==> config.mk <==
export PLATFORM = sky130hd
export DESIGN_NAME = adsr_env_div
export DESIGN_NICKNAME = d
export VERILOG_FILES = /design/src/rtl/adsr_env_pkg.sv /design/src/rtl/adsr_env_div.sv
export SDC_FILE = /design/constraint.sdc
export NUM_CORES = 2
export LEC_CHECK = 0
export BUFFER_PORTS_ARGS = -buffer_cell sky130_fd_sc_hd__buf_2
export CAP_MARGIN = 20
export CORE_ASPECT_RATIO = 1.75
export CORE_UTILIZATION = 55
export DETAILED_ROUTE_END_ITERATION = 10
export PLACE_DENSITY_LB_ADDON = 0.15
export SLEW_MARGIN = 20
export SYNTH_ARGS = -nofsm -noshare
export SYNTH_HDL_FRONTEND = slang
export SYNTH_SLANG_ARGS = --single-unit
export TNS_END_PERCENT = 100
==> constraint.sdc <==
create_clock -name clk -period 2.92 [get_ports clk]
set_input_delay 0.146 -clock clk [delete_from_list [all_inputs] [get_ports clk]]
set_output_delay 0.146 -clock clk [all_outputs]
set_load 0.01 [all_outputs]
==> src/rtl/adsr_env_pkg.sv <==
// shared widths, types, codes and reset values for the adsr envelope level block
package adsr_env_pkg;

    localparam int INDEX_BITS      = 20;
    localparam int LEVEL_FRAC_BITS = 16;

    localparam int IDX_W  = INDEX_BITS;
    localparam int LVL_W  = LEVEL_FRAC_BITS + 1;
    localparam int LEN_W  = 18;
    localparam int X_W    = (IDX_W > LEN_W) ? IDX_W : LEN_W;
    localparam int NUM_W  = LVL_W + LEN_W;
    localparam int QUO_W  = LVL_W;
    localparam int CFG_W0 = (IDX_W > LEN_W) ? IDX_W : LEN_W;
    localparam int CFG_W  = (CFG_W0 > LVL_W) ? CFG_W0 : LVL_W;
    localparam int ADDR_W = 3;

    // front 2, scaler 1, divider QUO_W+1, mid 1, scaler 1, divider QUO_W+1
    localparam int PIPE_LAT = 2 * QUO_W + 7;

    typedef logic [IDX_W-1:0] idx_t;
    typedef logic [LVL_W-1:0] lvl_t;
    typedef logic [LEN_W-1:0] len_t;
    typedef logic [X_W-1:0]   xval_t;
    typedef logic [NUM_W-1:0] num_t;

    localparam lvl_t LEVEL_ONE = lvl_t'(1) << LEVEL_FRAC_BITS;

    localparam len_t ATTACK_RST  = len_t'(320);
    localparam len_t DECAY_RST   = len_t'(3200);
    localparam len_t RELEASE_RST = len_t'(6400);
    localparam lvl_t SUSTAIN_RST = lvl_t'(0);
    localparam idx_t GATE_RST    = idx_t'(0);

    typedef enum logic [2:0] {
        PH_ATTACK  = 3'd0,
        PH_DECAY   = 3'd1,
        PH_SUSTAIN = 3'd2,
        PH_RELEASE = 3'd3,
        PH_DONE    = 3'd4
    } phase_t;

    typedef enum logic [ADDR_W-1:0] {
        CFG_ATTACK_LEN  = 3'd0,
        CFG_DECAY_LEN   = 3'd1,
        CFG_RELEASE_LEN = 3'd2,
        CFG_SUSTAIN     = 3'd3,
        CFG_GATE_OFF    = 3'd4
    } cfg_addr_t;

    // lengths are held nonzero and sustain clamped to full scale
    typedef struct packed {
        len_t attack;
        len_t decay;
        len_t rel_len;
        lvl_t sustain;
        idx_t gate;
    } cfg_t;

    // sideband that rides along with each item
    typedef struct packed {
        phase_t phase;
        phase_t hseg;
        len_t   rel_left;
    } tag_t;

endpackage

==> src/rtl/adsr_env_div.sv <==
// pipelined restoring divider, one quotient bit per stage
module adsr_env_div (
    input  logic                clk,
    input  logic                rst_n,
    input  logic                in_valid,
    input  adsr_env_pkg::num_t  in_num,
    input  adsr_env_pkg::len_t  in_dv,
    input  adsr_env_pkg::tag_t  in_tag,
    output logic                out_valid,
    output adsr_env_pkg::lvl_t  out_quo,
    output adsr_env_pkg::tag_t  out_tag
);

    localparam int QW = adsr_env_pkg::QUO_W;
    localparam int NW = adsr_env_pkg::NUM_W;
    localparam int LW = adsr_env_pkg::LEN_W;

    // upper LW bits hold the partial remainder, lower QW bits the
    // unconsumed dividend with quotient bits shifting in behind
    logic               vld_reg [0:QW];
    adsr_env_pkg::num_t acc_reg [0:QW];
    adsr_env_pkg::len_t dv_reg  [0:QW];
    adsr_env_pkg::tag_t tag_reg [0:QW];
    adsr_env_pkg::num_t acc_next [0:QW-1];

    genvar k;
    generate
        for (k = 0; k < QW; k++)
        begin : g_step
            logic [NW:0] sh;
            logic [LW:0] hi;
            logic [LW:0] diff;
            logic        take;

            assign sh   = {acc_reg[k], 1'b0};
            assign hi   = sh[NW -: LW+1];
            assign take = hi >= {1'b0, dv_reg[k]};
            assign diff = hi - {1'b0, dv_reg[k]};
            assign acc_next[k] = take ? {diff[LW-1:0], sh[QW-1:1], 1'b1}
                                      : {hi[LW-1:0], sh[QW-1:1], 1'b0};
        end
    endgenerate

    always_ff @(posedge clk or negedge rst_n)
    begin
        if (!rst_n)
        begin
            for (int n = 0; n <= QW; n++)
            begin
                vld_reg[n] <= 1'b0;
            end
        end
        else
        begin
            vld_reg[0] <= in_valid;
            for (int n = 0; n < QW; n++)
            begin
                vld_reg[n+1] <= vld_reg[n];
            end
        end
    end

    always_ff @(posedge clk)
    begin
        acc_reg[0] <= in_num;
        dv_reg[0]  <= in_dv;
        tag_reg[0] <= in_tag;
        for (int n = 0; n < QW; n++)
        begin
            acc_reg[n+1] <= acc_next[n];
            dv_reg[n+1]  <= dv_reg[n];
            tag_reg[n+1] <= tag_reg[n];
        end
    end

    assign out_valid = vld_reg[QW];
    assign out_quo   = acc_reg[QW][QW-1:0];
    assign out_tag   = tag_reg[QW];

endmodule

==> results_dict.tcl <==
set metrics [dict create \
    power.share.switching 0.325 \
    p_per_area_nw_per_um2 1210 \
    finalCriticalPeriod_ns 2.97 \
    largest_reg_flops 612 \
    synth_edf_count 0 \
    synth_area_per_cell_sq_um 11.3 \
    drive_gt1_frac 0.181 \
    core_sq_um 82100 \
    antenna_found_initial 4 \
    setup_viol 20 \
    regArea_sq_um 27500 \
    fmax_mhz 337 \
    final.setup_skew_ns 0.0502 \
    power.leakage_nw 25.0 \
    clock_sinks 1368 \
    use_met3 0.0304 \
    cpLargestDelayFamily "compound AO/OA/AOI/OAI gates" \
    ir_drop_mv 0.818 \
    die_h_um 383 \
    slew_headroom 0.461 \
    layout_commonest_cell "dfxtp_1" \
    seq_area_frac_synth 0.602 \
    final_cell_mix "dfxtp_1 (1341), inv_1 (374), ha_1 (297), a21oi_1 (254), buf_4 (227)" \
    ys_ff_latch 1368 \
    drt-pass1-iter-count 10 \
    start_kind "flop" \
    nets 5012 \
    fin_crit_sh 1.02 \
    first_iter_violations 1099 \
    grt-ovfl-total 0 \
    drc 4 \
    outcome "finished, violations left" \
    first_global_vias 31100 \
    crit_path_max_incr_delay_ns 0.52 \
    busiest_layer "met2" \
    required_ns 3.52 \
    p_clk_frac 0.251 \
    portBuffers 121 \
    net-switching-power_mw 21.8 \
    arrival_ns 3.57 \
    routed_wl_mm 92.0 \
    hold_viol 0 \
    cts-root-buf "clkbuf_16" \
    vias 29900 \
    path_cells "inv_2 > ha_4 > nor2b_4 > o31a_1 > o2111ai_4 > a31oi_4 > o31ai_2 > buf_4 > a21oi_1 > or4_4 > clkbuf_16 > mux2_2" \
    dieArea_sq_um 84200 \
    maxSlewViolCount 0 \
    synthCells 4058 \
    rsz0062_at_grt "true" \
    power.total_mw 67.1 \
    combPwrFrac 0.389 \
    synth_area_sq_um 45700 \
    yosysWarningCount 0 \
    cp_max_fo 9 \
    r2r_setup_slack_ns -0.05 \
    clock_latency_ns 0.74 \
    via_per_inst 5.18 \
    p_seq_frac 0.361 \
    setup_ws_ns -0.0495 \
    path_clk_slew_ns 0.07 \
    met1_usage 0.149 \
    cp_num_buf_inv 3 \
    synthesis.nets 4460 \
    worstHoldPathType "in -> reg" \
    dp_hpwl_mm 67.4 \
    fill_cells 6249 \
    ys_types 82 \
    violations "DRC, setup timing" \
    numCtsBuffers 113 \
    synth-async-reset-ratio 0.0132 \
    clockBufferDepth 3 \
    area_delta_synth_final_pct 21.9 \
    grt_pass1_wl_mm 143 \
    crit_type "reg -> reg" \
    p_int_mw 45.3 \
    grt_start_max_net_pins 31 \
    hold_slack_ns 0.0542 \
    routedWlPerCell_um 15.9 \
    use_met2 0.476 \
    ys.flop_type "dfxtp_1" \
    gp_congestion 0.872 \
    dp_slack_ns -0.253 \
    final_area_sq_um 55600 \
    multi_input_area_sq_um 17000 \
    dpl-instance-area_sq_um 49200 \
    cpMaxStageDelayCell "or4_4" \
    htree_levels 3 \
    cts_tree "yes" \
    placementRows 139 \
    drv_cap 0 \
    pin_count 122 \
    die_width_um 220 \
    start_util 0.556 \
    grt_usage 0.217 \
    antenna_left 0 \
    worst_pin_slew_ns 0.806 \
    fin_util 0.678 \
    end_kind "flop" \
]
area by class of cell:
type	count	share of cell area
Clock inverter	66	0.0201
Sequential cell	1368	0.494
Multi-Input combinational cell	2253	0.306
Antenna cell	13	0.000585
Tap cell	1057	0.0238
Timing Repair Buffer	494	0.0717
Inverter	380	0.0257
Clock buffer	148	0.0579
power groups by stage:
stage	combinational, mW	sequential (mW)	clock (mW)
final	26.1	24.2	16.8
after global placement	24.2	24.5	0
after floorplan	17.3	24.0	0
after detailed placement	24.7	24.6	0
after CTS	25.3	24.2	17.2
after global routing	28.6	24.6	18.0
through the flow:
| stage | std cells | setup TNS, ns |
|---|---|---|
| finish | 5779 | -0.476 |
| CTS | 5746 | -0.859 |
| global placement | 5401 | -2.70 |
| detailed placement | 5401 | -5.03 |
| global route | 5779 | -1.95 |
| floorplan | 4058 | 0 |
kinds of logic after synthesis:
logic type | Yosys count | share of synthesized area
adder cells (fa/ha/maj) | 322 | 0.0909
AND/OR/NAND/NOR | 697 | 0.0724
buffers and inverters | 439 | 0.0372
flip-flops | 1368 | 0.602
AO/OA/AOI/OAI | 856 | 0.116
XOR/XNOR | 209 | 0.0401
multiplexers | 167 | 0.0416
final timing paths:
kind,start,end,cells after the start
min,in_tag[23],tag_reg[0][23]$_DFF_P_,2
max in group asynchronous,rst_n,out_valid$_DFF_PN0_,3
min in group asynchronous,rst_n,vld_reg[9]$_DFF_PN0_,3
max,dv_reg[12][1]$_DFF_P_,acc_reg[13][23]$_DFF_P_,12
max reg2reg,dv_reg[12][1]$_DFF_P_,acc_reg[13][23]$_DFF_P_,12
min reg2reg,dv_reg[4][6]$_DFF_P_,dv_reg[5][6]$_DFF_P_,0
synthesized netlist by cell type, types with 6 or more instances:
library cell / count / area share
nor2b_1: 38 / 0.0052
mux2i_1: 10 / 0.0022
a31oi_1: 37 / 0.0051
xor2_1: 82 / 0.016
a21oi_1: 266 / 0.029
o21a_1: 59 / 0.0097
clkbuf_1: 45 / 0.0037
buf_2: 10 / 0.0011
mux2_4: 8 / 0.0026
dfrtp_1: 18 / 0.0099
a21o_1: 74 / 0.012
o2111ai_1: 6 / 0.0012
fa_1: 16 / 0.0070
and3_1: 13 / 0.0018
o211ai_1: 14 / 0.0023
a211oi_1: 44 / 0.0072
xnor2_1: 127 / 0.024
o31ai_1: 19 / 0.0031
ha_1: 306 / 0.084
nand4_1: 37 / 0.0051
inv_1: 380 / 0.031
nand3_1: 57 / 0.0062
a21boi_0: 10 / 0.0016
o22ai_1: 9 / 0.0012
nor4_1: 14 / 0.0019
o21bai_1: 20 / 0.0033
dfxtp_1: 1350 / 0.59
mux2_2: 149 / 0.037
nand2b_1: 35 / 0.0048
nand2_1: 209 / 0.017
and2_1: 8 / 0.0011
nand4b_1: 7 / 0.0013
or3_1: 8 / 0.0011
nor2_1: 196 / 0.016
a41oi_1: 7 / 0.0013
o21ai_0: 219 / 0.024
nor3_1: 44 / 0.0048
o31a_1: 10 / 0.0019
per-layer routing:
layer,wire (um),part of all wire,vias to the layer above
li1,-,-,14900
met4,7040,0.077,0
met1,25700,0.28,14200
met3,2200,0.024,304
met2,57000,0.62,486
met5,0,0,-
worst reg2reg max path: stages (launching register included):
cell and delay [ns]:
dfxtp_2 0.33, inv_2 0.05, ha_4 0.21, nor2b_4 0.13, o31a_1 0.29, o2111ai_4 0.28
a31oi_4 0.14, o31ai_2 0.19, buf_4 0.15, a21oi_1 0.05, or4_4 0.52, clkbuf_16 0.22
mux2_2 0.27
timing repair:
| action | in CTS | in global routing |
|---|---|---|
| gates resized for setup | 43 | 83 |
| setup endpoints to repair | 86 | 154 |
| buffers inserted | 3 | 15 |
| cloned | 2 | 5 |
| pin swaps | 11 | 33 |
| hold buffers | 126 | 0 |
| endpoints found under the hold margin | 96 | 0 |
Power figures use the tool's default switching activity.
