**src/rtl/adsr_env_pkg.sv**
```systemverilog
// shared widths, types, codes and reset values for the adsr envelope level block
package adsr_env_pkg;

    localparam int INDEX_BITS      = 20;
    localparam int LEVEL_FRAC_BITS = 16;

    localparam int IDX_W  = INDEX_BITS;
    localparam int LVL_W  = LEVEL_FRAC_BITS + 1;
    localparam int LEN_W  = 18;
    localparam int X_W    = (IDX_W > LEN_W) ? IDX_W : LEN_W;
    localparam int NUM_W  = LVL_W + LEN_W;
    localparam int QUO_W  = LVL_W;
    localparam int CFG_W0 = (IDX_W > LEN_W) ? IDX_W : LEN_W;
    localparam int CFG_W  = (CFG_W0 > LVL_W) ? CFG_W0 : LVL_W;
    localparam int ADDR_W = 3;

    // front 2, scaler 1, divider QUO_W+1, mid 1, scaler 1, divider QUO_W+1
    localparam int PIPE_LAT = 2 * QUO_W + 7;

    typedef logic [IDX_W-1:0] idx_t;
    typedef logic [LVL_W-1:0] lvl_t;
    typedef logic [LEN_W-1:0] len_t;
    typedef logic [X_W-1:0]   xval_t;
    typedef logic [NUM_W-1:0] num_t;

    localparam lvl_t LEVEL_ONE = lvl_t'(1) << LEVEL_FRAC_BITS;

    localparam len_t ATTACK_RST  = len_t'(320);
    localparam len_t DECAY_RST   = len_t'(3200);
    localparam len_t RELEASE_RST = len_t'(6400);
    localparam lvl_t SUSTAIN_RST = lvl_t'(0);
    localparam idx_t GATE_RST    = idx_t'(0);

    typedef enum logic [2:0] {
        PH_ATTACK  = 3'd0,
        PH_DECAY   = 3'd1,
        PH_SUSTAIN = 3'd2,
        PH_RELEASE = 3'd3,
        PH_DONE    = 3'd4
    } phase_t;

    typedef enum logic [ADDR_W-1:0] {
        CFG_ATTACK_LEN  = 3'd0,
        CFG_DECAY_LEN   = 3'd1,
        CFG_RELEASE_LEN = 3'd2,
        CFG_SUSTAIN     = 3'd3,
        CFG_GATE_OFF    = 3'd4
    } cfg_addr_t;

    // lengths are held nonzero and sustain clamped to full scale
    typedef struct packed {
        len_t attack;
        len_t decay;
        len_t rel_len;
        lvl_t sustain;
        idx_t gate;
    } cfg_t;

    // sideband that rides along with each item
    typedef struct packed {
        phase_t phase;
        phase_t hseg;
        len_t   rel_left;
    } tag_t;

endpackage

```
**src/rtl/adsr_env_scale.sv**
```systemverilog
// one registered multiply stage that forms a dividend
module adsr_env_scale (
    input  logic                clk,
    input  logic                rst_n,
    input  logic                in_valid,
    input  adsr_env_pkg::lvl_t  in_a,
    input  adsr_env_pkg::len_t  in_b,
    input  adsr_env_pkg::len_t  in_dv,
    input  adsr_env_pkg::tag_t  in_tag,
    output logic                out_valid,
    output adsr_env_pkg::num_t  out_num,
    output adsr_env_pkg::len_t  out_dv,
    output adsr_env_pkg::tag_t  out_tag
);

    logic               vld_reg;
    adsr_env_pkg::num_t num_reg;
    adsr_env_pkg::len_t dv_reg;
    adsr_env_pkg::tag_t tag_reg;

    always_ff @(posedge clk or negedge rst_n)
    begin
        if (!rst_n)
        begin
            vld_reg <= 1'b0;
        end
        else
        begin
            vld_reg <= in_valid;
        end
    end

    always_ff @(posedge clk)
    begin
        num_reg <= adsr_env_pkg::num_t'(in_a) * adsr_env_pkg::num_t'(in_b);
        dv_reg  <= in_dv;
        tag_reg <= in_tag;
    end

    assign out_valid = vld_reg;
    assign out_num   = num_reg;
    assign out_dv    = dv_reg;
    assign out_tag   = tag_reg;

endmodule

```
**config.mk**
```make
export PLATFORM = sky130hd
export DESIGN_NAME = adsr_env_scale
export DESIGN_NICKNAME = d
export VERILOG_FILES = /design/src/rtl/adsr_env_pkg.sv /design/src/rtl/adsr_env_scale.sv
export SDC_FILE = /design/constraint.sdc
export NUM_CORES = 1
export LEC_CHECK = 0
export BUFFER_PORTS_ARGS = -buffer_cell sky130_fd_sc_hd__buf_4
export CORE_AREA = 8 8 170 172
export DETAILED_ROUTE_END_ITERATION = 10
export DIE_AREA = 0 0 178 180
export HOLD_SLACK_MARGIN = 0.08
export PLACE_DENSITY = 0.66
export SKIP_CTS_REPAIR_TIMING = 1
export SLEW_MARGIN = 10
export SYNTH_ARGS = -nofsm -noshare
export SYNTH_HDL_FRONTEND = slang
export SYNTH_SLANG_ARGS = --single-unit
```
**constraint.sdc**
```tcl
create_clock -name clk -period 1 [get_ports clk]
set_input_delay 0.2 -clock clk [delete_from_list [all_inputs] [get_ports clk]]
set_output_delay 0.2 -clock clk [all_outputs]
set_load 0.01 [all_outputs]
```
==> results.py, run 1 <==
metrics = {
    "outcome": {
        "outcome": "complete, but fails checks",
        "violations": "negative setup slack",
    },
    "logic_synthesis": {
        "syn-instance-count": 1238,
        "ys_warn_count": 0,
        "synth_compound_area_frac": 0.0481,
        "synth.area.mux_share": 0,
        "yosys.area_share.xor_xnor": 0.0242,
        "synth-adder-area-share": 0.531,
        "synth_seq_area_share": 0.135,
        "synthesis.area_sq_um": 11600,
        "synthArstFlopShare": 0.0128,
        "synth_seq_cells": 78,
        "avgSynthCellArea_sq_um": 9.35,
        "synth-edff-count": 0,
        "synth_top_family_by_area": "adder cells",
        "synthSimpleGateAreaFrac": 0.152,
        "synth_fp_nets": 1666,
        "yosysUniqueCellTypes": 50,
        "synth_flop_cell": "dfxtp_1",
    },
    "place": {
        "hpwl_um": 25200,
        "dp_slack_ps": -4450,
        "port_buffers": 157,
        "gp_congestion": 0.898,
        "dp.cells": 1850,
    },
    "sta": {
        "maxSlewHeadroom": 0.751,
        "finalWorstSetupSlack_ps": -4080,
        "period_needed_ps": 5080,
        "setup_violations": 35,
        "fin_crit_sh": 5.08,
        "rsz0062_at_grt": "true",
        "max_clock_freq_mhz": 197,
        "hold_violations": 0,
        "worst_slew_pin_slew_ps": 372,
        "drv_slew": 0,
    },
    "floorplanning": {
        "dieArea_sq_um": 32000,
        "die_x_um": 178,
        "design.core.area_sq_um": 26400,
        "io_pins": 158,
        "start_util": 0.439,
        "die_h_um": 180,
        "rows": 60,
    },
    "global_route": {
        "grt_max_degree": 16,
        "grt_pass1_wl_um": 49100,
        "antenna_found_initial": 0,
        "grt_pass1_vias": 10137,
        "grt_overflow": 0,
        "grt_usage": 0.191,
    },
    "setup_path": {
        "crit_type": "in -> reg",
        "cp-end-kind": "flip-flop",
        "required_ps": 1250,
        "crit_arrival_ps": 5330,
        "cp_max_fo": 5,
        "critPathLaunchType": "input port",
    },
    "cts": {
        "htreeDepth": 3,
        "clk_pin_slew_worst_paths_ps": 60,
        "cts_buffers": 9,
        "ctsRootBufferMaster": "clkbuf_16",
        "clockBufferDepth": 2,
        "clock_sinks": 78,
        "cts_tree": "done",
    },
    "final_layout": {
        "final_common_cell": "inv_1",
        "finalNonFillerCells": 1929,
        "diodes": 0,
        "drive_above_1_share": 0.357,
        "nets": 2011,
        "final_cell_mix": "inv_1, buf_4, fa_1, nand2_1, and2_1",
        "synthToLayoutAreaGrowth_pct": 43.0,
    },
    "route": {
        "first_iter_violations": 345,
        "vias": 9393,
        "drtAntennaViolNets": 0,
        "wl_per_cell_um": 15.9,
        "first_pass_iters": 5,
        "avgViaCountPerCell": 4.87,
        "drc": 0,
        "wl_um": 30700,
    },
    "hold_path": {
        "hold_path_class": "in -> async",
    },
    "flow_run": {
        "maxCapViolations": 0,
    },
}
==> final cells by class <==
cell class,instances,area (sq um)
Sequential cell,78,1610
Tap cell,341,427
Fill cell,2153,9790
Clock buffer,10,229
Inverter,283,1060
Clock inverter,6,70.1
Timing Repair Buffer,383,3450
Multi-Input combinational cell,828,9720
==> synthesized netlist by cell type, types with 2 or more instances <==
| library cell | instances | area share |
|---|---|---|
| a41oi_1 | 2 | 0.0015 |
| ha_1 | 109 | 0.12 |
| nor3_1 | 4 | 0.0017 |
| nand4_1 | 4 | 0.0022 |
| nand3_1 | 2 | 0.00086 |
| a31oi_1 | 5 | 0.0027 |
| buf_4 | 4 | 0.0026 |
| o21ai_1 | 7 | 0.0030 |
| buf_2 | 3 | 0.0013 |
| nand2_1 | 207 | 0.067 |
| xnor2_1 | 22 | 0.017 |
| o211ai_1 | 5 | 0.0032 |
| o21bai_1 | 2 | 0.0013 |
| inv_1 | 283 | 0.092 |
| a21o_1 | 5 | 0.0032 |
| nand2b_1 | 2 | 0.0011 |
| and3_1 | 2 | 0.0011 |
| and2_1 | 129 | 0.070 |
| a21oi_1 | 26 | 0.011 |
| o21a_1 | 4 | 0.0026 |
| fa_1 | 239 | 0.41 |
| clkbuf_1 | 42 | 0.014 |
| xor2_1 | 10 | 0.0076 |
| o21ai_0 | 6 | 0.0026 |
| dfxtp_1 | 77 | 0.13 |
| nor2_1 | 13 | 0.0042 |
==> routing by layer <==
metal / share of wire / track usage / up-vias
met5: 0 / 0 / -
met4: 0.034 / 0.0630 / 0
met3: 0.043 / 0.0266 / 62
met2: 0.55 / 0.359 / 221
met1: 0.37 / 0.214 / 4765
li1: - / - / 4345
==> state kept, by name (all words and copies together), names as in the netlist <==
| register | count |
|---|---|
| out_num | 35 |
| out_tag | 24 |
| out_dv | 18 |
| out_valid | 1 |
==> stage by stage <==
step | util | setup TNS [ps] | area (sq um) | hold WS (ps)
4_1_cts | 0.566 | -110520 | 14900 | -394
3_3_place_gp | 0.554 | -120910 | 14600 | -24.9
6_report | 0.628 | -107650 | 16600 | 181
2_1_floorplan | - | -107060 | 12300 | -95.6
5_1_grt | 0.628 | -112150 | 16600 | 176
3_5_place_dp | 0.554 | -121870 | 14600 | -23.1
==> critical path, stage by stage <==
cell and delay (ps):
buf_12 100, and2_4 150, fa_1 540, inv_2 40, fa_1 510, fa_1 430
fa_1 510, inv_2 40, fa_1 590, inv_1 70, fa_1 520, inv_2 50
ha_4 310, nand4_4 100, or3_4 390, o21ai_4 200, a41o_1 260, buf_4 140
xor2_1 160
==> worst paths after layout <==
path | startpoint | endpoint | cells past startpoint
max in group asynchronous | rst_n | out_valid | 2
min in group clk | in_b[0] | out_num[0] | 3
setup / recovery | in_b[6] | out_num[25] | 19
hold / removal | rst_n | out_valid | 2
==> cell families (layout without fill, tap and decap cells) <==
logic type / count (synthesis) / in the layout
fa+ha+maj: 348 / 348
buf+inv: 332 / 682
compound gates: 79 / 79
simple gates: 369 / 369
xor+xnor: 32 / 32
flops: 78 / 78
Power of run 1 is not shown: default switching activity piles up to over one toggle a cycle in this logic, so the estimate is an artifact.
==> inputs of run 2 (changes only) <==
--- a/config.mk
+++ b/config.mk
@@ -5,10 +5,10 @@
 export SDC_FILE = /design/constraint.sdc
 export NUM_CORES = 1
 export LEC_CHECK = 0
-export BUFFER_PORTS_ARGS = -buffer_cell sky130_fd_sc_hd__buf_4
-export CORE_AREA = 8 8 170 172
+export BUFFER_PORTS_ARGS = -buffer_cell sky130_fd_sc_hd__buf_2
+export CORE_AREA = 8 8 140 208
 export DETAILED_ROUTE_END_ITERATION = 10
-export DIE_AREA = 0 0 178 180
+export DIE_AREA = 0 0 148 216
 export HOLD_SLACK_MARGIN = 0.08
 export PLACE_DENSITY = 0.66
 export SKIP_CTS_REPAIR_TIMING = 1
==> run 2 against run 1 <==
  * The run still ends with negative setup slack left
  * Maximum frequency fell by 0.91%
  * Worst setup slack got worse by 47 ps
  * Routed wire length rose by 6.9%
  * Utilization fell by 1.4 points
  * Global-route usage rose by 1.4 points
  * Non-clock buffer count rose by 7
  * Cell area fell by 3.1%
  * Clock-buffer cell count did not move
  * Final cell count rose by 0.16%
  * Hold slack got worse by 8.8 ps
  * Critical path type unchanged
  * Critical path depth rose by 1
  * Sequential cell count did not move
==> results.py, run 2 (same netlist as run 1, synthesis figures left out) <==
metrics = {
    "route": {
        "drtAntennaViolNets": 0,
        "vias": 9485,
        "avgViaCountPerCell": 4.91,
        "first_iter_violations": 427,
        "wl_per_cell_um": 17.0,
        "drc": 0,
        "wl_um": 32800,
        "first_pass_iters": 4,
    },
    "floorplanning": {
        "io_pins": 158,
        "start_util": 0.443,
        "die_x_um": 148,
        "design.core.area_sq_um": 26100,
        "die_h_um": 216,
        "dieArea_sq_um": 32000,
        "rows": 73,
    },
    "cts": {
        "cts_buffers": 9,
        "htreeDepth": 3,
        "clk_pin_slew_worst_paths_ps": 70,
        "clockBufferDepth": 2,
        "ctsRootBufferMaster": "clkbuf_16",
        "clock_sinks": 78,
        "cts_tree": "done",
    },
    "final_layout": {
        "final_cell_mix": "inv_1, fa_1, nand2_1, buf_4, buf_2",
        "drive_above_1_share": 0.344,
        "largest_register_ff_count": 35,
        "diodes": 0,
        "fin_area_sq_um": 16000,
        "nets": 2018,
        "nFillCells": 2183,
        "synthToLayoutAreaGrowth_pct": 38.6,
        "final_common_cell": "inv_1",
    },
    "setup_path": {
        "crit_start": "in_a[8]",
        "required_ps": 1220,
        "crit_buf_inv": 6,
        "slowest_delay_ps": 570,
        "path_common_cell": "inv_1",
        "endpoint": "out_num[33]",
        "cp-end-kind": "flip-flop",
        "crit_type": "in -> reg",
        "worstPathCellList": "clkbuf_4 > nand2_2 > fa_2 > inv_1 > fa_1 > inv_1 > fa_1 > inv_1 > fa_2 > fa_1 > inv_1 > fa_1 > inv_1 > ha_4 > nand4_4 > or3_4 > o21ai_4 > a41o_1 > a31oi_1 > xnor2_1",
        "critPathLaunchType": "input port",
        "cp_slowest_cell": "fa_1",
        "cp_top_family": "adder cells",
        "cp_max_fo": 8,
        "crit_arrival_ps": 5350,
        "crit_cells": 20,
    },
    "sta": {
        "period_needed_ps": 5130,
        "finalWorstSetupSlack_ps": -4130,
        "worst_slew_pin_slew_ps": 352,
        "max_clock_freq_mhz": 195,
        "rsz0062_at_grt": "true",
        "maxSlewHeadroom": 0.766,
        "hold_violations": 0,
        "fin_crit_sh": 5.13,
        "drv_slew": 0,
        "setup_violations": 34,
    },
    "global_route": {
        "grt_usage": 0.204,
        "grt_pass1_wl_um": 51300,
        "grt_overflow": 0,
        "grt_max_degree": 18,
        "antenna_found_initial": 0,
        "grt_pass1_vias": 10533,
    },
    "hold_path": {
        "hold_path_class": "in -> async",
    },
    "place": {
        "placed_area_sq_um": 14300,
        "hpwl_um": 27200,
        "port_buffers": 157,
        "gp_congestion": 0.909,
    },
    "outcome": {
        "outcome": "complete, but fails checks",
        "violations": "negative setup slack",
    },
    "flow_run": {
        "maxCapViolations": 0,
    },
}
==> run 2: layout make-up <==
type	count	area, sq um	share of cell area
Multi-Input combinational cell	828	9560	0.596
Timing Repair Buffer	390	3110	0.194
Sequential cell	78	1590	0.0989
Inverter	283	1060	0.0662
Tap cell	337	422	0.0263
Clock buffer	10	229	0.0143
Clock inverter	6	68.8	0.00429
==> run 2: worst min-delay path by stage <==
stage / to / slack, ps / cells past startpoint
after floorplan: out_valid / -100 / 0
after global placement: out_valid / -30 / 1
after detailed placement: out_valid / -20 / 1
after CTS: out_valid / -380 / 1
after global routing: out_valid / 170 / 2
final: out_valid / 170 / 2
==> run 2: metal layers <==
metal | global-route usage | part of all wire
met5 | 0 | 0
met4 | 0.111 | 0.054
met3 | 0.0184 | 0.024
met2 | 0.425 | 0.61
met1 | 0.184 | 0.31
==> run 2: stage by stage <==
stage	worst slack, ps	std cells	util	hold WS, ps	setup TNS (ps)
detailed placement	-4570	1849	0.547	-16.9	-125980
global route	-4270	1932	0.614	172	-114920
finish	-4130	1932	0.614	172	-110560
global placement	-4540	1849	0.547	-25.7	-124770
CTS	-4220	1865	0.559	-378	-114520
floorplan	-4150	1238	-	-95.6	-107060
Power of run 2 is left out for the same reason.
