[src/rtl/adsr_env_pkg.sv]
// shared widths, types, codes and reset values for the adsr envelope level block
package adsr_env_pkg;

    localparam int INDEX_BITS      = 20;
    localparam int LEVEL_FRAC_BITS = 16;

    localparam int IDX_W  = INDEX_BITS;
    localparam int LVL_W  = LEVEL_FRAC_BITS + 1;
    localparam int LEN_W  = 18;
    localparam int X_W    = (IDX_W > LEN_W) ? IDX_W : LEN_W;
    localparam int NUM_W  = LVL_W + LEN_W;
    localparam int QUO_W  = LVL_W;
    localparam int CFG_W0 = (IDX_W > LEN_W) ? IDX_W : LEN_W;
    localparam int CFG_W  = (CFG_W0 > LVL_W) ? CFG_W0 : LVL_W;
    localparam int ADDR_W = 3;

    // front 2, scaler 1, divider QUO_W+1, mid 1, scaler 1, divider QUO_W+1
    localparam int PIPE_LAT = 2 * QUO_W + 7;

    typedef logic [IDX_W-1:0] idx_t;
    typedef logic [LVL_W-1:0] lvl_t;
    typedef logic [LEN_W-1:0] len_t;
    typedef logic [X_W-1:0]   xval_t;
    typedef logic [NUM_W-1:0] num_t;

    localparam lvl_t LEVEL_ONE = lvl_t'(1) << LEVEL_FRAC_BITS;

    localparam len_t ATTACK_RST  = len_t'(320);
    localparam len_t DECAY_RST   = len_t'(3200);
    localparam len_t RELEASE_RST = len_t'(6400);
    localparam lvl_t SUSTAIN_RST = lvl_t'(0);
    localparam idx_t GATE_RST    = idx_t'(0);

    typedef enum logic [2:0] {
        PH_ATTACK  = 3'd0,
        PH_DECAY   = 3'd1,
        PH_SUSTAIN = 3'd2,
        PH_RELEASE = 3'd3,
        PH_DONE    = 3'd4
    } phase_t;

    typedef enum logic [ADDR_W-1:0] {
        CFG_ATTACK_LEN  = 3'd0,
        CFG_DECAY_LEN   = 3'd1,
        CFG_RELEASE_LEN = 3'd2,
        CFG_SUSTAIN     = 3'd3,
        CFG_GATE_OFF    = 3'd4
    } cfg_addr_t;

    // lengths are held nonzero and sustain clamped to full scale
    typedef struct packed {
        len_t attack;
        len_t decay;
        len_t rel_len;
        lvl_t sustain;
        idx_t gate;
    } cfg_t;

    // sideband that rides along with each item
    typedef struct packed {
        phase_t phase;
        phase_t hseg;
        len_t   rel_left;
    } tag_t;

endpackage

[src/rtl/adsr_env_front.sv]
// segment decode and multiplier operand select, two register stages
module adsr_env_front (
    input  logic                clk,
    input  logic                rst_n,
    input  logic                in_valid,
    input  adsr_env_pkg::idx_t  in_index,
    input  adsr_env_pkg::cfg_t  cfg,
    output logic                out_valid,
    output adsr_env_pkg::lvl_t  out_a,
    output adsr_env_pkg::len_t  out_b,
    output adsr_env_pkg::len_t  out_dv,
    output adsr_env_pkg::tag_t  out_tag
);

    // stage 1
    logic                s1_vld_reg;
    logic                s1_ltg_reg;
    adsr_env_pkg::idx_t  s1_rel_reg;
    adsr_env_pkg::xval_t s1_x_reg;
    logic                s1_xlta_reg;
    adsr_env_pkg::xval_t s1_xa_reg;

    adsr_env_pkg::xval_t i_ext;
    adsr_env_pkg::xval_t g_ext;
    adsr_env_pkg::xval_t a_ext;
    logic                ltg;
    logic                i_lta;
    logic                g_lta;
    adsr_env_pkg::xval_t i_ma;
    adsr_env_pkg::xval_t g_ma;

    assign i_ext = adsr_env_pkg::xval_t'(in_index);
    assign g_ext = adsr_env_pkg::xval_t'(cfg.gate);
    assign a_ext = adsr_env_pkg::xval_t'(cfg.attack);
    assign ltg   = in_index < cfg.gate;
    assign i_lta = i_ext < a_ext;
    assign g_lta = g_ext < a_ext;
    assign i_ma  = i_ext - a_ext;
    assign g_ma  = g_ext - a_ext;

    always_ff @(posedge clk or negedge rst_n)
    begin
        if (!rst_n)
        begin
            s1_vld_reg <= 1'b0;
        end
        else
        begin
            s1_vld_reg <= in_valid;
        end
    end

    always_ff @(posedge clk)
    begin
        s1_ltg_reg  <= ltg;
        s1_rel_reg  <= in_index - cfg.gate;
        s1_x_reg    <= ltg ? i_ext : g_ext;
        s1_xlta_reg <= ltg ? i_lta : g_lta;
        s1_xa_reg   <= ltg ? i_ma : g_ma;
    end

    // stage 2
    logic                s2_vld_reg;
    adsr_env_pkg::lvl_t  s2_a_reg;
    adsr_env_pkg::len_t  s2_b_reg;
    adsr_env_pkg::len_t  s2_dv_reg;
    adsr_env_pkg::tag_t  s2_tag_reg;

    adsr_env_pkg::lvl_t  a_next;
    adsr_env_pkg::len_t  b_next;
    adsr_env_pkg::len_t  dv_next;
    adsr_env_pkg::tag_t  tag_next;
    adsr_env_pkg::phase_t hseg;
    adsr_env_pkg::xval_t rel_ext;
    adsr_env_pkg::xval_t rel_diff;
    logic                in_dec;
    logic                rel_live;

    assign in_dec   = s1_xa_reg < adsr_env_pkg::xval_t'(cfg.decay);
    assign rel_ext  = adsr_env_pkg::xval_t'(s1_rel_reg);
    assign rel_live = rel_ext < adsr_env_pkg::xval_t'(cfg.rel_len);
    assign rel_diff = adsr_env_pkg::xval_t'(cfg.rel_len) - rel_ext;

    always_comb
    begin
        priority if (s1_xlta_reg)
        begin
            hseg    = adsr_env_pkg::PH_ATTACK;
            a_next  = adsr_env_pkg::LEVEL_ONE;
            b_next  = s1_x_reg[adsr_env_pkg::LEN_W-1:0];
            dv_next = cfg.attack;
        end
        else if (in_dec)
        begin
            hseg    = adsr_env_pkg::PH_DECAY;
            a_next  = adsr_env_pkg::LEVEL_ONE - cfg.sustain;
            b_next  = s1_xa_reg[adsr_env_pkg::LEN_W-1:0];
            dv_next = cfg.decay;
        end
        else
        begin
            hseg    = adsr_env_pkg::PH_SUSTAIN;
            a_next  = cfg.sustain;
            b_next  = adsr_env_pkg::len_t'(1);
            dv_next = adsr_env_pkg::len_t'(1);
        end
    end

    always_comb
    begin
        tag_next.hseg     = hseg;
        tag_next.rel_left = rel_diff[adsr_env_pkg::LEN_W-1:0];
        priority if (s1_ltg_reg)
        begin
            tag_next.phase = hseg;
        end
        else if (rel_live)
        begin
            tag_next.phase = adsr_env_pkg::PH_RELEASE;
        end
        else
        begin
            tag_next.phase = adsr_env_pkg::PH_DONE;
        end
    end

    always_ff @(posedge clk or negedge rst_n)
    begin
        if (!rst_n)
        begin
            s2_vld_reg <= 1'b0;
        end
        else
        begin
            s2_vld_reg <= s1_vld_reg;
        end
    end

    always_ff @(posedge clk)
    begin
        s2_a_reg   <= a_next;
        s2_b_reg   <= b_next;
        s2_dv_reg  <= dv_next;
        s2_tag_reg <= tag_next;
    end

    assign out_valid = s2_vld_reg;
    assign out_a     = s2_a_reg;
    assign out_b     = s2_b_reg;
    assign out_dv    = s2_dv_reg;
    assign out_tag   = s2_tag_reg;

endmodule

[config.mk]
export PLATFORM = sky130hd
export DESIGN_NAME = adsr_env_front
export DESIGN_NICKNAME = d
export VERILOG_FILES = /design/src/rtl/adsr_env_pkg.sv /design/src/rtl/adsr_env_front.sv
export SDC_FILE = /design/constraint.sdc
export NUM_CORES = 1
export LEC_CHECK = 0
export BUFFER_PORTS_ARGS = -buffer_cell sky130_fd_sc_hd__clkbuf_2
export CAP_MARGIN = 20
export CORE_MARGIN = 3
export CORE_UTILIZATION = 45
export CTS_CLUSTER_DIAMETER = 200
export DETAILED_ROUTE_END_ITERATION = 6
export MAX_ROUTING_LAYER = met4
export PLACE_DENSITY = 0.71
export RECOVER_POWER = 25
export SYNTH_ARGS = -nofsm -noshare
export SYNTH_HDL_FRONTEND = slang
export SYNTH_SLANG_ARGS = --single-unit
[constraint.sdc]
create_clock -name clk -period 2.25 [get_ports clk]
set_input_delay 0.225 -clock clk [delete_from_list [all_inputs] [get_ports clk]]
set_output_delay 0.225 -clock clk [all_outputs]
set_load 0.02 [all_outputs]
==> run metrics, run 1 <==
status finished, violations left; failing checks design-rule violations, negative setup slack; nets@finish ~1.6k; Inserted Clock Buffers 17; worst hold endpoint out_dv[12]$_DFF_P_; HP Start cfg[85]; Post-synth EDFFs 0; CP max stage cell a221o_1; Slew HR 0.5456; routed len/inst around 17 um; Worst Path Required ~2.6 ns; Top delay family on crit path compound AO/OA/AOI/OAI gates; Post-synth top flop dfxtp_1; most instantiated library cell after synthesis dfxtp_1; max reg flops 23; ant diodes 0; final std cells w/o fill approximately 1.6k; Net Count, Synth 1215; FF-to-FF path depth 10; most area-consuming cells after synthesis dfxtp_1 (32%), ha_1 (16%), inv_1 (5.2%); Core Util, Final 0.6931; global-route wire length before repair 39.91 mm; Cell Pwr Density 850.5 nW/um2; post-synthesis mux area share 0.05623; port buffer count 190; post-synthesis cell count ~990; Layout area overhead 48.31%; vias in the first global route slightly above 8k; Crit path largest cell delay approximately 0.37 ns; initial antenna violation count 0; GRT overflow 0; Tightest Pin Transition around 0.68 ns; critical path class input pin to flip-flop; htree depth 4; #FFs+latches synth approximately 140; clock skew 0.006897 ns; drc violations 1; Leakage about 0.0064 uW; CTS tree built; CTS sink cnt approximately 140; ys async rst share 0.01449; Cell variety after synth 67; CP Buf/Inv Count 5; Rows between 40 and 50; Clock Pin Slew Worst Setup and Hold Paths 0.06 ns; Crit. End Element flip-flop; Placer Congestion about 0.95; root buffer cell clkbuf_16; largest family of logic cells by synthesized area compound AO/OA/AOI/OAI gates; CP Cell Sequence clkbuf_16 > inv_16 > buf_6 > ha_4 > fa_2 > nor2b_2 > o31a_1 > o41ai_4 > o21ai_2 > a221o_1 > a221o_1 > nand2_2 > a21oi_4 > buf_12 > clkinv_8 > mux2_4; Clk Latency, worst-skew pair 0.43 ns; total of warnings raised by yosys 0; placed cell count approximately 1.5k; Final min period about 2.7 ns; Tcrit/Tclk final 1.213; gr usage total 0.2494; CP max FO 5; pin count of the biggest net entering global routing 70; Tot Pwr between 10000 and 15000 uW; switch share 0.3538; Mapped Avg Cell Area slightly below 9 um2; Synth Area in Compound Gates 0.1902; Die X-Extent 144.0 um; top-level I/O count approximately 190; top cell type's share of synthesized area 0.3178; Critical R2R Launch s1_xa_reg[15]$_DFF_P_; class of the worst hold path input pin to flip-flop; initial core utilization 0.4673; Clock power frac 0.272; most frequent cells after synthesis dfxtp_1 (136), inv_1 (119), ha_1 (109); setup slack after layout -0.4791 ns; RSZ-0062 raised after global routing yes; combinational cell fraction of total power 0.422; Sw Pwr ~3800 uW; DPL Wire Length approximately 19 mm; most frequent CP cell a221o_1; DR pass1 iterations 7; adder-cell area share of the yosys netlist 0.1685; reg2reg end out_a[16]$_SDFF_PP1_; Final ANT Viol Nets 0; crit path DAT 3.04 ns; post-synthesis simple-gate area fraction 0.1269; final hold violations 0; max_cap viols 0; CTS max path bufs 2; leading area contributor after synthesis dfxtp_1; vias per inst approximately 5.3; post-synthesis sequential area ratio 0.3236; XOR/XNOR Fraction of Synth Area 0.06747; pre-CTS WS -1.098 ns; Hold Path Stages 3; maximum VDD drop 0.5854 mV; share of layout cells above drive strength 1 0.3955; crit start category input pin; vias roughly 8.5k; die area between 20000 and 25000 um2; Post-Syn Area about 8600 um2; final hold slack 0.02423 ns; Fmax between 300 and 400 MHz; Post-Route WL about 27 mm; drt first-iter violations between 400 and 500; count of final setup violators roughly 90; Flop pwr share 0.306; die height 144.0 um; CORE AREA approximately 18000 um2; Reg2Reg Setup Slack -0.28 ns; fin. max-slew vios 0; Internal 6983 uW
-- metrics by stage --
| step | instance area, um2 | TNS (ns) |
|---|---|---|
| final | 12710 | -22.30 |
| after detailed placement | 10910 | -48.21 |
| after global placement | 10910 | -43.91 |
| after floorplan | 8666 | -17.58 |
| after global routing | 12710 | -30.91 |
| after CTS | 12160 | -16.68 |
-- power by group through the flow --
stage | clock, uW | sequential [uW] | combinational, uW
finish | 2940 | 3310 | 4560
CTS | 2980 | 3280 | 4110
global route | 3090 | 3360 | 4920
global placement | 0 | 3320 | 3550
detailed placement | 0 | 3330 | 3630
floorplan | 0 | 3720 | 1870
-- timing repair --
item                       4_1_cts  5_1_grt
hold endpoints to repair         3        0
resized for setup               91      112
cloned                           9        1
setup endpoints to repair       87      102
pin swaps                       29       44
setup buffers                   23       12
hold buffers                     2        0
-- worst max-delay path by stage --
stage | depth (start not counted) | endpoint | start
after floorplan | 14 | s1_x_reg[10]$_DFF_P_ | in_index[0]
after global placement | 15 | s1_x_reg[4]$_DFF_P_ | in_index[0]
after detailed placement | 14 | s1_xlta_reg$_DFF_P_ | in_index[0]
after CTS | 16 | s1_x_reg[6]$_DFF_P_ | in_index[0]
after global routing | 14 | s1_xlta_reg$_DFF_P_ | cfg[0]
final | 16 | s1_x_reg[6]$_DFF_P_ | in_index[0]
-- routing by layer --
layer	global-route usage	wire (um)
met1	0.2993	11300
met2	0.4162	13610
met3	0.04431	1404
met4	0.09762	1019
met5	-	0
-- cell families (layout without fill, tap and decap cells) --
family	count (synthesis)	after routing
xor+xnor	66	66
compound gates	243	244
mux	45	45
fa+ha+maj	113	113
other cells	1	1
simple gates	236	236
flops	138	138
buf+inv	146	530
-- cells in the final DEF, fill, tap and decap left out, types with 8 or more instances in the layout --
master	Yosys	final
clkbuf_2	0	188
buf_4	1	155
dfxtp_1	136	133
inv_1	119	115
ha_1	109	104
nand2_1	81	64
nor2_1	67	64
a21oi_1	64	49
xnor2_1	39	39
xor2_1	27	27
a21o_1	27	26
mux2_4	0	22
nor2b_1	21	20
o21ai_1	23	20
mux2i_1	20	19
clkbuf_16	0	19
o21ai_2	1	14
o21a_1	14	14
nand2_2	0	14
o21ai_0	24	13
nand3_1	13	13
buf_6	2	13
a21oi_2	1	12
nor3_1	11	11
o21bai_1	11	11
o31ai_1	21	10
o31ai_2	1	8
buf_8	0	8
-- tightest hold or removal path, delay by kind of cell --
kind                   cells  cell delay (ns)
buffers and inverters      1             0.10
AND/OR/NAND/NOR            1             0.05
AO/OA/AOI/OAI              1             0.05
-- area by class of cell --
type | count | area (um2)
fill | 1315 | 5625
timing repair buffer | 376 | 2600
clock inverter | 9 | 137.6
inverter | 120 | 483.0
tap | 229 | 286.5
sequential | 138 | 2776
multi-input combinational | 705 | 5899
clock buffer | 22 | 474.2
timing repair inverter | 3 | 48.80
No activity file was read; power rests on OpenSTA's default activity.
==> inputs of run 2 (changes only) <==
--- a/config.mk
+++ b/config.mk
@@ -10,9 +10,10 @@
 export CORE_MARGIN = 3
 export CORE_UTILIZATION = 45
 export CTS_CLUSTER_DIAMETER = 200
+export CTS_CLUSTER_SIZE = 28
 export DETAILED_ROUTE_END_ITERATION = 6
 export MAX_ROUTING_LAYER = met4
-export PLACE_DENSITY = 0.71
+export PLACE_DENSITY = 0.68
 export RECOVER_POWER = 25
 export SYNTH_ARGS = -nofsm -noshare
 export SYNTH_HDL_FRONTEND = slang
==> constraint.sdc (replaced) <==
create_clock -name clk -period 2.53 [get_ports clk]
set_input_delay 0 -clock clk [delete_from_list [all_inputs] [get_ports clk]]
set_output_delay 0 -clock clk [all_outputs]
set_load 0.02 [all_outputs]
==> run metrics, run 2 (synthesis results as in run 1) <==
DP Area 10360 um2 (was 10910 um2); GRT overflow 0 (unchanged); FF+latch area 2775 um2 (was 2776 um2); maximum VDD drop 0.4973 mV (was 0.5854 mV); RSZ-0062 raised after global routing yes (unchanged); global-route wire length before repair 38.34 mm (was 39.91 mm); fin. max-slew vios 0 (unchanged); most frequent cells in the layout clkbuf_2 (188), dfxtp_1 (134), inv_1 (117), ha_1 (107), dlygate4sd3_1 (97) (was clkbuf_2 (188), buf_4 (155), dfxtp_1 (133), inv_1 (115), ha_1 (104)); area of the multi-input gates 5461 um2 (was 5899 um2); htree depth 4 (unchanged); DR pass1 iterations 7 (unchanged); Slew HR 0.5304 (was 0.5456); pin count of the biggest net entering global routing 51 (was 70); Leakage 0.006133 uW (was 0.006406 uW); CTS max path bufs 2 (unchanged); port buffer count 190 (unchanged); Final ANT Viol Nets 0 (unchanged); Tightest Pin Transition 0.7045 ns (was 0.6764 ns); root buffer cell clkbuf_16 (unchanged); top-level I/O count 192 (unchanged); count of final setup violators 22 (was 91); Worst Path Required 2.83 ns (was 2.56 ns); Layout area overhead 43.86% (was 48.31%); share of layout cells above drive strength 1 0.2749 (was 0.3955); HP Start cfg[1] (was cfg[85]); CP max FO 5 (unchanged); routed len/inst 15.91 um (was 17.06 um); Final min period roughly 2.6 ns; total negative slack -1.058 ns (was -22.30 ns); max reg flops 23 (unchanged); initial antenna violation count 0 (unchanged); vias 8323 (was 8532); DPL Wire Length 17.90 mm (was 18.86 mm); Rows 49 (unchanged); status finished, violations left (unchanged); CTS sink cnt 138 (unchanged); crit start category input pin (unchanged); crit path DAT 2.90 ns (was 3.04 ns); critical path class input pin to flip-flop (unchanged); clock skew 0.009769 ns (was 0.006897 ns); placed cell count 1460 (was 1528); fill cell count 1467 (was 1315); commonest non-fill, non-tap cell in the layout clkbuf_2 (unchanged); vias in the first global route 8120 (was 8197); setup slack after layout -0.07103 ns (was -0.4791 ns); die height 144.0 um (unchanged); Cell Pwr Density 707.4 nW/um2 (was 850.5 nW/um2); Die X-Extent 144.0 um (unchanged); drt first-iter violations 385 (was 491); Critical R2R Launch s1_xa_reg[13]$_DFF_P_ (was s1_xa_reg[15]$_DFF_P_); Crit. End Element flip-flop (unchanged); Inserted Clock Buffers 17 (unchanged); CORE AREA 18330 um2 (unchanged); final hold violations 0 (unchanged); nets@finish 1589 (was 1588); Placer Congestion 0.9602 (was 0.9493); class of the worst hold path input pin to flip-flop (unchanged); die area 20730 um2 (unchanged); Clk Latency, worst-skew pair 0.42 ns (was 0.43 ns); Post-Route WL 25.52 mm (was 27.33 mm); Fmax 384.5 MHz; Crit. Startpoint in_index[0] (unchanged); failing checks negative setup slack (was design-rule violations, negative setup slack); pre-CTS WS -0.5018 ns (was -1.098 ns); drc violations 0 (was 1); Tcrit/Tclk final 1.028; final std cells w/o fill 1604 (was 1602); max_cap viols 0 (unchanged); gr usage total 0.2377 (was 0.2494); design area 12320 um2 (was 12710 um2); ant diodes 0 (unchanged); initial core utilization 0.4673 (unchanged); Clock Pin Slew Worst Setup and Hold Paths 0.06 ns (about the same); vias per inst 5.189 (was 5.326); CTS tree built (unchanged)
run 2: cell count changes in the layout (fill, tap and decap cells not counted), sizes merged:
cell / previous run / this run
dlygate4sd3: 2 / 97
buf: 183 / 92
clkbuf: 213 / 207
clkinvlp: 2 / 5
inv: 120 / 123
bufinv: 3 / 1
run 2: cell type report:
type | instances | area share
Timing Repair inverter | 3 | 0.003553
Clock inverter | 13 | 0.009848
Inverter | 120 | 0.04000
Clock buffer | 19 | 0.03513
Timing Repair Buffer | 377 | 0.2199
Sequential cell | 138 | 0.2252
Tap cell | 229 | 0.02325
Multi-Input combinational cell | 705 | 0.4431
run 2: repair_timing:
action                                  in CTS  in global routing
resized for setup                            7                 84
pin swaps                                    3                 14
endpoints found under the hold margin       61                  0
setup buffers                                0                 12
hold buffers                                97                  0
cloned                                       0                  4
endpoints found under the setup margin      28                 67
run 2: path summary, 6_finish.rpt:
path,to,slack (ns),cells past startpoint
max,s1_x_reg[3]$_DFF_P_,-0.07,16
min,rel_ext[1]$_DFF_P_,0.02,3
max reg2reg,out_a[14]$_SDFF_PP0_,0.09,10
min reg2reg,out_valid$_DFF_PN0_,0.35,0
max in group asynchronous,s1_vld_reg$_DFF_PN0_,1.99,3
min in group asynchronous,out_valid$_DFF_PN0_,0.42,3
run 2: report_power, final:
group	internal (uW)	switching, uW
registers	2700	219
logic	1530	1900
clock network	1360	1010
total	5590	3130
run 2: per-layer routing:
| metal | global-route usage | vias up | share of wire |
|---|---|---|---|
| met1 | 0.2788 | 3859 | 0.43 |
| met5 | - | - | 0 |
| met3 | 0.04167 | 60 | 0.041 |
| met4 | 0.08176 | 0 | 0.032 |
| met2 | 0.4108 | 245 | 0.50 |
| li1 | - | 4159 | - |
run 2: stage by stage:
stage	hold slack [ns]	util	power [uW]
floorplan	-0.2956	-	4947
global placement	-0.2120	0.5651	5939
detailed placement	-0.2115	0.5651	5979
CTS	0.01357	0.6493	8506
global route	0.02274	0.6723	9241
finish	0.02210	0.6723	8719
run 2: critical path: stages:
cell,delay [ns]
buf_12,0.11
inv_16,0.04
buf_6,0.09
ha_4,0.13
fa_2,0.21
nor2b_2,0.05
o31a_1,0.32
o41ai_4,0.35
o21ai_2,0.11
a221o_1,0.39
a221o_1,0.34
nand2_2,0.09
a21oi_4,0.10
buf_12,0.17
clkinv_8,0.07
mux2_4,0.29
==> inputs of run 3 (changes only) <==
--- a/config.mk
+++ b/config.mk
@@ -12,6 +12,7 @@
 export CTS_CLUSTER_DIAMETER = 200
 export CTS_CLUSTER_SIZE = 28
 export DETAILED_ROUTE_END_ITERATION = 6
+export GPL_TIMING_DRIVEN = 0
 export MAX_ROUTING_LAYER = met4
 export PLACE_DENSITY = 0.68
 export RECOVER_POWER = 25
==> run metrics, run 3 (synthesis results as in run 1) <==
final hold violations 0 (unchanged); CORE AREA 18330 um2 (unchanged); Hold Path Stages 3 (unchanged); nets@finish 1547 (was 1589); Tightest Pin Transition 0.6907 ns (was 0.7045 ns); Leakage 0.005696 uW (was 0.006133 uW); fill cell count 1481 (was 1467); vias 8297 (was 8323); top-level I/O count 192 (unchanged); Crit. End Element flip-flop (unchanged); CTS max path bufs 2 (unchanged); class of the worst hold path input pin to flip-flop (unchanged); drt first-iter violations 423 (was 385); Tcrit/Tclk final 0.9683 (was 1.028); Rows 49 (unchanged); Clock Pin Slew Worst Setup and Hold Paths 0.06 ns (about the same); Worst Path Required 2.84 ns (was 2.83 ns); crit start category flip-flop (was input pin); root buffer cell clkbuf_16 (unchanged); critical path class flip-flop to flip-flop (was input pin to flip-flop); initial core utilization 0.4673 (unchanged); count of final setup violators 0 (was 22); maximum VDD drop 0.4583 mV (was 0.4973 mV); worst hold endpoint s1_xa_reg[19]$_DFF_P_ (was rel_ext[1]$_DFF_P_); die height 144.0 um (unchanged); reg2reg end out_a[14]$_SDFF_PP0_ (unchanged); fin. max-slew vios 0 (unchanged); FF-to-FF path depth 11 (was 10); Placer Congestion 0.9216 (was 0.9602); CP Buf/Inv Count 1 (was 5); Clk Latency, worst-skew pair 0.43 ns (was 0.42 ns); Post-Route WL 25.82 mm (was 25.52 mm); CP Cell Sequence ha_4 > a21o_1 > a21o_1 > a21oi_1 > nor2b_1 > o21ai_1 > o211ai_1 > a21o_1 > buf_6 > a21oi_1 > mux2_1 (was buf_12 > inv_16 > buf_6 > ha_4 > fa_2 > nor2b_2 > o31a_1 > o41ai_4 > o21ai_2 > a221o_1 > a221o_1 > nand2_2 > a21oi_4 > buf_12 > clkinv_8 > mux2_4); Final ANT Viol Nets 0 (unchanged); port buffer count 190 (unchanged); global-route wire length before repair 38.71 mm (was 38.34 mm); CTS sink cnt 138 (unchanged); DPL Wire Length 18.35 mm (was 17.90 mm); DR pass1 iterations 5 (was 7); commonest non-fill, non-tap cell in the layout clkbuf_2 (unchanged); pin count of the biggest net entering global routing 17 (was 51); Die X-Extent 144.0 um (unchanged); Layout area overhead 39.39% (was 43.86%); routed len/inst 16.52 um (was 15.91 um); Critical R2R Launch s1_xa_reg[13]$_DFF_P_ (unchanged); vias in the first global route 7941 (was 8120); htree depth 4 (unchanged); Crit path largest cell delay 0.35 ns (was 0.39 ns); crit path DAT 2.76 ns (was 2.90 ns); final std cells w/o fill 1563 (was 1604); GRT overflow 0 (unchanged); most frequent cells in the layout clkbuf_2 (144), dfxtp_1 (135), inv_1 (115), ha_1 (102), dlygate4sd3_1 (99) (was clkbuf_2 (188), dfxtp_1 (134), inv_1 (117), ha_1 (107), dlygate4sd3_1 (97)); final hold slack 0.03343 ns (was 0.02210 ns); CP max FO 5 (unchanged); placed cell count 1407 (was 1460); clock skew 0.01303 ns (was 0.009769 ns); Top delay family on crit path compound AO/OA/AOI/OAI gates (unchanged); status finished clean (was finished, violations left); WL met3 1.623 mm (was 1.054 mm); Final min period 2.450 ns (was 2.601 ns); CTS tree built (unchanged); Inserted Clock Buffers 17 (unchanged); vias per inst 5.308 (was 5.189); met2 wire len 12.78 mm (was 12.69 mm); max_cap viols 0 (unchanged); share of layout cells above drive strength 1 0.2116 (was 0.2749); most frequent CP cell a21o_1; HP Start in_index[19] (was cfg[1]); Cell Pwr Density 726.8 nW/um2 (was 707.4 nW/um2); drc violations 0 (unchanged); Reg2Reg Setup Slack 0.08 ns (was 0.09 ns); CP max stage cell dfxtp_2 (was a221o_1); max reg flops 23 (unchanged); gr usage total 0.2443 (was 0.2377); die area 20730 um2 (unchanged); Crit. Startpoint s1_xa_reg[13]$_DFF_P_ (was in_index[0]); Slew HR 0.5396 (was 0.5304); top routing layer in use met4 (unchanged); initial antenna violation count 1 (was 0); WL met1 10.67 mm (was 10.97 mm); Fmax 408.2 MHz (was 384.5 MHz)
## run 3: changes by cell type in the layout (fill, tap and decap cells not counted), moves of 5 or more
cell      before  now
clkbuf_1       2   63
buf_4         76   23
clkbuf_2     188  144
mux2_1         5   12
mux2_4        18   11
ha_1         107  102
ha_4           2    7
## run 3: final cells by class
type	instances	area [um2]	share of cell area
Antenna cell	1	2.502	0.0002096
Buffer	25	171.4	0.01435
Clock buffer	19	432.9	0.03625
Clock inverter	13	143.9	0.01205
Inverter	120	471.7	0.03950
Multi-Input combinational cell	704	5574	0.4668
Sequential cell	138	2774	0.2323
Tap cell	229	286.5	0.02399
Timing Repair Buffer	314	2085	0.1746
## run 3: repair_timing
action	4_1_cts	5_1_grt
buffers inserted	12	11
endpoints found under the setup margin	74	73
gates resized for setup	37	66
pin swaps	8	20
hold buffers	99	0
endpoints found under the hold margin	62	0
gates cloned	0	2
## run 3: worst max path at each step
stage	end	cells after the start
after global routing	s1_xa_reg[19]$_DFF_P_	12
after global placement	s1_xlta_reg$_DFF_P_	13
after detailed placement	s1_xlta_reg$_DFF_P_	13
final	out_a[14]$_SDFF_PP0_	11
after floorplan	s1_x_reg[10]$_DFF_P_	14
after CTS	s1_x_reg[16]$_DFF_P_	15
## run 3: tightest hold or removal path, stage by stage
cell and delay (ns):
clkbuf_2 0.14, xor2_1 0.09, mux2i_1 0.18
## run 3: layer usage
layer	global-route usage	vias up
met5	-	-
met4	0.08771	0
met3	0.05853	68
met2	0.4049	301
met1	0.2896	3862
li1	-	4066
## run 3: report_power, final
part           internal (uW)  switching, uW
sequential              2700            187
combinational           1400           1940
clock                   1460            987
## run 3: through the flow
step	utilization	setup TNS (ns)	setup WS, ns	cell area (um2)	total power, uW
3_3_place_gp	0.5382	-32.08	-0.8078	9866	5829
4_1_cts	0.6352	-0.07460	-0.01628	11640	8539
6_report	0.6514	0	0.08028	11940	8679
3_5_place_dp	0.5382	-32.08	-0.8448	9866	5863
5_1_grt	0.6514	-0.1014	-0.05467	11940	9193
2_1_floorplan	-	-0.8857	-0.1043	8628	4947
